==> src/hdl/coma_pkg.sv <==
// Shared types and constants of the clock offset moving average unit.
// Command and status structs between the controller and the datapath.
// No dependencies.
`default_nettype none

package coma_pkg;

    // Field widths
    localparam int TIME_W      = 64;
    localparam int OFFSET_W    = 48;
    localparam int SUM_W       = 64;
    localparam int STREAM_W    = 3;
    localparam int ENABLE_W    = 8;
    localparam int CNT_OUT_W   = 5;

    // Packed stream widths
    localparam int IN_TDATA_W  = 136;
    localparam int OUT_TDATA_W = 120;

    // Iterative divider: one quotient bit per step
    localparam int DIV_STEPS   = 64;
    localparam int DIV_CNT_W   = 6;

    // Request kinds carried on the input tuser bit
    localparam logic CMD_UPDATE = 1'b0;

    // Commands from the controller to the datapath
    typedef struct packed {
        logic capture;   // latch the accepted request
        logic lookup;    // form the offset, read the oldest window entry
        logic update;    // push the offset, start the divider
        logic div_step;  // one restoring division step
        logic store;     // write the averaged offset back
        logic load_out;  // load the result register
    } coma_cmd_t;

    // Status from the datapath to the controller
    typedef struct packed {
        logic known_update;  // latched request is an update on a known stream
    } coma_status_t;

endpackage

`default_nettype wire

==> src/hdl/coma_ctrl.sv <==
// Controller state machine of the clock offset moving average unit.
// Sequences capture, window update, iterative division and result load.
// Depends on coma_pkg.
`default_nettype none

module coma_ctrl (
    input  wire                   clk,
    input  wire                   rst_n,
    input  wire                   s_axis_tvalid,
    output logic                  s_axis_tready,
    output logic                  m_axis_tvalid,
    input  wire                   m_axis_tready,
    input  coma_pkg::coma_status_t status,
    output coma_pkg::coma_cmd_t   cmd
);
    import coma_pkg::*;

    localparam logic [2:0] ST_IDLE   = 3'd0;
    localparam logic [2:0] ST_LOOKUP = 3'd1;
    localparam logic [2:0] ST_UPDATE = 3'd2;
    localparam logic [2:0] ST_DIV    = 3'd3;
    localparam logic [2:0] ST_STORE  = 3'd4;
    localparam logic [2:0] ST_RESULT = 3'd5;

    logic [2:0]           state_reg, state_next;
    logic [DIV_CNT_W-1:0] step_reg, step_next;
    logic                 out_valid_reg, out_valid_next;

    // Next state and commands
    always_comb
    begin
        state_next     = state_reg;
        step_next      = step_reg;
        out_valid_next = out_valid_reg;
        cmd            = '0;
        s_axis_tready  = 1'b0;

        // Drop the result once taken
        if (out_valid_reg && m_axis_tready)
        begin
            out_valid_next = 1'b0;
        end

        case (state_reg)
            ST_IDLE:
            begin
                s_axis_tready = 1'b1;
                if (s_axis_tvalid)
                begin
                    cmd.capture = 1'b1;
                    state_next  = ST_LOOKUP;
                end
            end
            ST_LOOKUP:
            begin
                cmd.lookup = 1'b1;
                state_next = status.known_update ? ST_UPDATE : ST_RESULT;
            end
            ST_UPDATE:
            begin
                cmd.update = 1'b1;
                step_next  = '0;
                state_next = ST_DIV;
            end
            ST_DIV:
            begin
                cmd.div_step = 1'b1;
                step_next    = step_reg + 1'b1;
                if (step_reg == DIV_CNT_W'(DIV_STEPS - 1))
                begin
                    state_next = ST_STORE;
                end
            end
            ST_STORE:
            begin
                cmd.store  = 1'b1;
                state_next = ST_RESULT;
            end
            ST_RESULT:
            begin
                // Wait for the result register to be free or emptying
                if (!out_valid_reg || m_axis_tready)
                begin
                    cmd.load_out   = 1'b1;
                    out_valid_next = 1'b1;
                    state_next     = ST_IDLE;
                end
            end
            default:
            begin
                state_next = ST_IDLE;
            end
        endcase
    end

    // State registers
    always_ff @(posedge clk or negedge rst_n)
    begin
        if (!rst_n)
        begin
            state_reg     <= ST_IDLE;
            step_reg      <= '0;
            out_valid_reg <= 1'b0;
        end
        else
        begin
            state_reg     <= state_next;
            step_reg      <= step_next;
            out_valid_reg <= out_valid_next;
        end
    end

    assign m_axis_tvalid = out_valid_reg;

endmodule

`default_nettype wire

==> config.mk <==
export PLATFORM = sky130hd
export DESIGN_NAME = coma_ctrl
export DESIGN_NICKNAME = d
export VERILOG_FILES = /design/src/hdl/coma_pkg.sv /design/src/hdl/coma_ctrl.sv
export SDC_FILE = /design/constraint.sdc
export NUM_CORES = 1
export LEC_CHECK = 0
export BUFFER_PORTS_ARGS = -buffer_cell sky130_fd_sc_hd__buf_4
export CAP_MARGIN = 20
export CORE_AREA = 4 4 45 47
export CTS_CLUSTER_SIZE = 25
export DETAILED_ROUTE_END_ITERATION = 10
export DIE_AREA = 0 0 49 51
export GPL_TIMING_DRIVEN = 0
export SLEW_MARGIN = 20
export SYNTH_ARGS = -nofsm -noshare
export SYNTH_HDL_FRONTEND = slang
export SYNTH_SLANG_ARGS = --single-unit
==> constraint.sdc <==
create_clock -name clk -period 3.1 [get_ports clk]
set_input_delay 0.155 -clock clk [delete_from_list [all_inputs] [get_ports clk]]
set_output_delay 0.155 -clock clk [all_outputs]
set_load 0.01 [all_outputs]
==> impl_metrics.json <==
{
  "cts_root_buf": "clkbuf_4",
  "synth_most_common_cell": "dfrtp_1",
  "status": "complete, no violations",
  "postRouteAntennaNets": 0,
  "dieArea_sq_um": 2500,
  "grt_max_degree": 11,
  "antenna_found_initial": 0,
  "grt_use_met1_pct": 15.5,
  "nets": 93,
  "cp-start-kind": "flop",
  "rsz0062_at_grt": "no",
  "grt_pass1_vias": 536,
  "die_y_microns": 51,
  "cp-startpoint": "state_reg[0]",
  "via_per_inst": 5.48,
  "post_cts_buffers": 0,
  "area_growth_pct": 23.0,
  "top_usage_layer": "met2",
  "cts_buffers": 3,
  "grt_overflow_total": 0,
  "yosys_warnings": 0,
  "hold_class": "in -> reg",
  "ys_ff_latch": 10,
  "clk_pin_slew_ns": 0.06,
  "grt_use_met2_pct": 18.0,
  "fin_skew_ns": 0.00416,
  "synth.distinct_cells": 33,
  "setup_tns_ns": 0,
  "yosys_most_used_dff": "dfrtp_1",
  "core_area_sq_um": 1650,
  "place_ws_ns": 1.77,
  "grtUsageTotal_pct": 12.1,
  "ctsHoldBuffers": 1,
  "clock_sinks": 10,
  "wire_per_inst_microns": 12.7,
  "synth-edff-count": 0,
  "seq_area_frac_synth_pct": 40.0,
  "routed_wl_mm": 1.30,
  "fill_cells": 175,
  "initial_core_util_pct": 37.9,
  "rows": 15,
  "setup_viol": 0,
  "whs_ns": 0.125,
  "grt_pass1_wl_mm": 2.39,
  "antenna_cells": 0,
  "setup_ws_ns": 1.48,
  "reg2reg_from": "state_reg[2]",
  "worstHoldStart": "status",
  "drc": 0,
  "drive_above_1_share_pct": 28.2,
  "die_width_microns": 49,
  "p_leak_nw": 0.354,
  "cp_num_buf_inv": 2,
  "ff_latch_area_sq_um": 250,
  "period_minus_slack_ns": 1.62,
  "clk-insertion-delay-late_ns": 0.27,
  "syn_inst": 69,
  "required_ns": 2.94,
  "cts.repair.resized": 0,
  "crit_fanout": 10,
  "ir_drop_v": 0.000502,
  "largest_register_ffs": 6,
  "ctsLongestPathBuffers": 2,
  "ioPinCount": 13,
  "use_met3_pct": 4.66,
  "tightest_slew_ns": 0.404,
  "power_density_nw_per_um2": 991,
  "synth_commonest_cells": "dfrtp_1 (10), nand2_1 (8), nand3_1 (8)",
  "avgSynthCellArea_sq_um": 9.07,
  "postSynthNetCount": 75,
  "slowest_stage": "dfrtp_1",
  "crit_chain": "clkbuf_1 -> nand3b_1 -> nor2_1 -> buf_4",
  "synth_area_leaders": "dfrtp_1 (40%), nand3_1 (6.4%), nand2_1 (4.8%), nor2_1 (3.6%), or4_1 (3.6%)",
  "period_share_pct": 52.1,
  "critPathCaptureType": "output pin",
  "dpl.hpwl_microns": 948,
  "critical_path_class": "reg -> out",
  "netlist_area_sq_um": 626,
  "fmax_mhz": 619,
  "max-slew-margin-rel_pct": 73.0,
  "drt_iter0_drc": 5,
  "drt_pass1_iterations": 4,
  "finalInstanceArea_sq_um": 769,
  "synth_top_area_cell": "dfrtp_1",
  "cp_top_family": "buffers and inverters",
  "slew_violations": 0,
  "async_reset_ff_share_pct": 100,
  "arrival_ns": 1.46,
  "numPortBuffers": 12,
  "cts_tree": "built",
  "cap_violations": 0,
  "routed-via-count": 559,
  "slowest_delay_ns": 0.44,
  "multiInputGateArea_sq_um": 347,
  "placed_area_sq_um": 737,
  "gp_congestion": 0.795,
  "cts_max_level": 1,
  "yosys.area.top_type_share_pct": 40.0,
  "hold_viol_final": 0
}
-- per-layer routing --
metal	vias to the layer above	share of wire [%]
met3	5	7.0
met5	-	0
met2	16	43
li1	286	-
met4	0	2.4
met1	252	48
-- cell families after synthesis --
kind of cell,after synthesis,synth area share (%)
and+or+nand+nor,40,36.6
AOI/OAI and AO/OA,10,11.8
adders and majority gates,1,2.00
DFF,10,40.0
muxes,3,5.00
buffers and inverters,5,4.60
-- power by group --
part / leakage, nW / internal (mW) / switching [mW] / total [mW]
registers: 0.119 / 0.193 / 0.0708 / 0.264
clock network: 0.0138 / 0.0449 / 0.0444 / 0.0892
logic: 0.221 / 0.199 / 0.210 / 0.409
total: 0.354 / 0.437 / 0.325 / 0.762
-- final timing paths --
kind / to / slack, ns / depth (start not counted)
setup / recovery: cmd[0] / 1.48 / 4
hold / removal: state_reg[1] / 0.12 / 2
setup reg to reg: step_reg[5] / 1.75 / 4
hold reg to reg: step_reg[1] / 0.54 / 2
max in group asynchronous: step_reg[3] / 2.70 / 2
min in group asynchronous: state_reg[2] / 0.25 / 2
-- layout make-up --
class / instances / share of cell area (%)
multi-input cells: 54 / 45.0
inverters: 1 / 0.488
clock buffers: 3 / 2.93
well taps: 17 / 2.76
repair buffers: 13 / 13.0
flip-flops and latches: 10 / 32.5
plain buffers: 4 / 3.25
-- stage by stage --
| stage | std cells | power (mW) | util, % |
|---|---|---|---|
| 6_report | 102 | 0.762 | 46.6 |
| 5_1_grt | 102 | 0.838 | 46.6 |
| 4_1_cts | 102 | 0.773 | 46.6 |
| 3_5_place_dp | 98 | 0.677 | 44.6 |
| 3_3_place_gp | 98 | 0.673 | 44.6 |
| 2_1_floorplan | 69 | 0.553 | - |
-- cell usage in the layout (no fill, tap or decap), types with 2 or more instances in the layout --
master    instances
nand2b_1          3
nor2_1            6
nand2_1           8
o21ai_0           2
nand3_1           8
mux2i_1           2
dfrtp_1          10
clkbuf_4          3
buf_2             2
buf_4            12
nand3b_1          2
or4_1             3
Note: power is estimated with default switching activity, not from simulation.
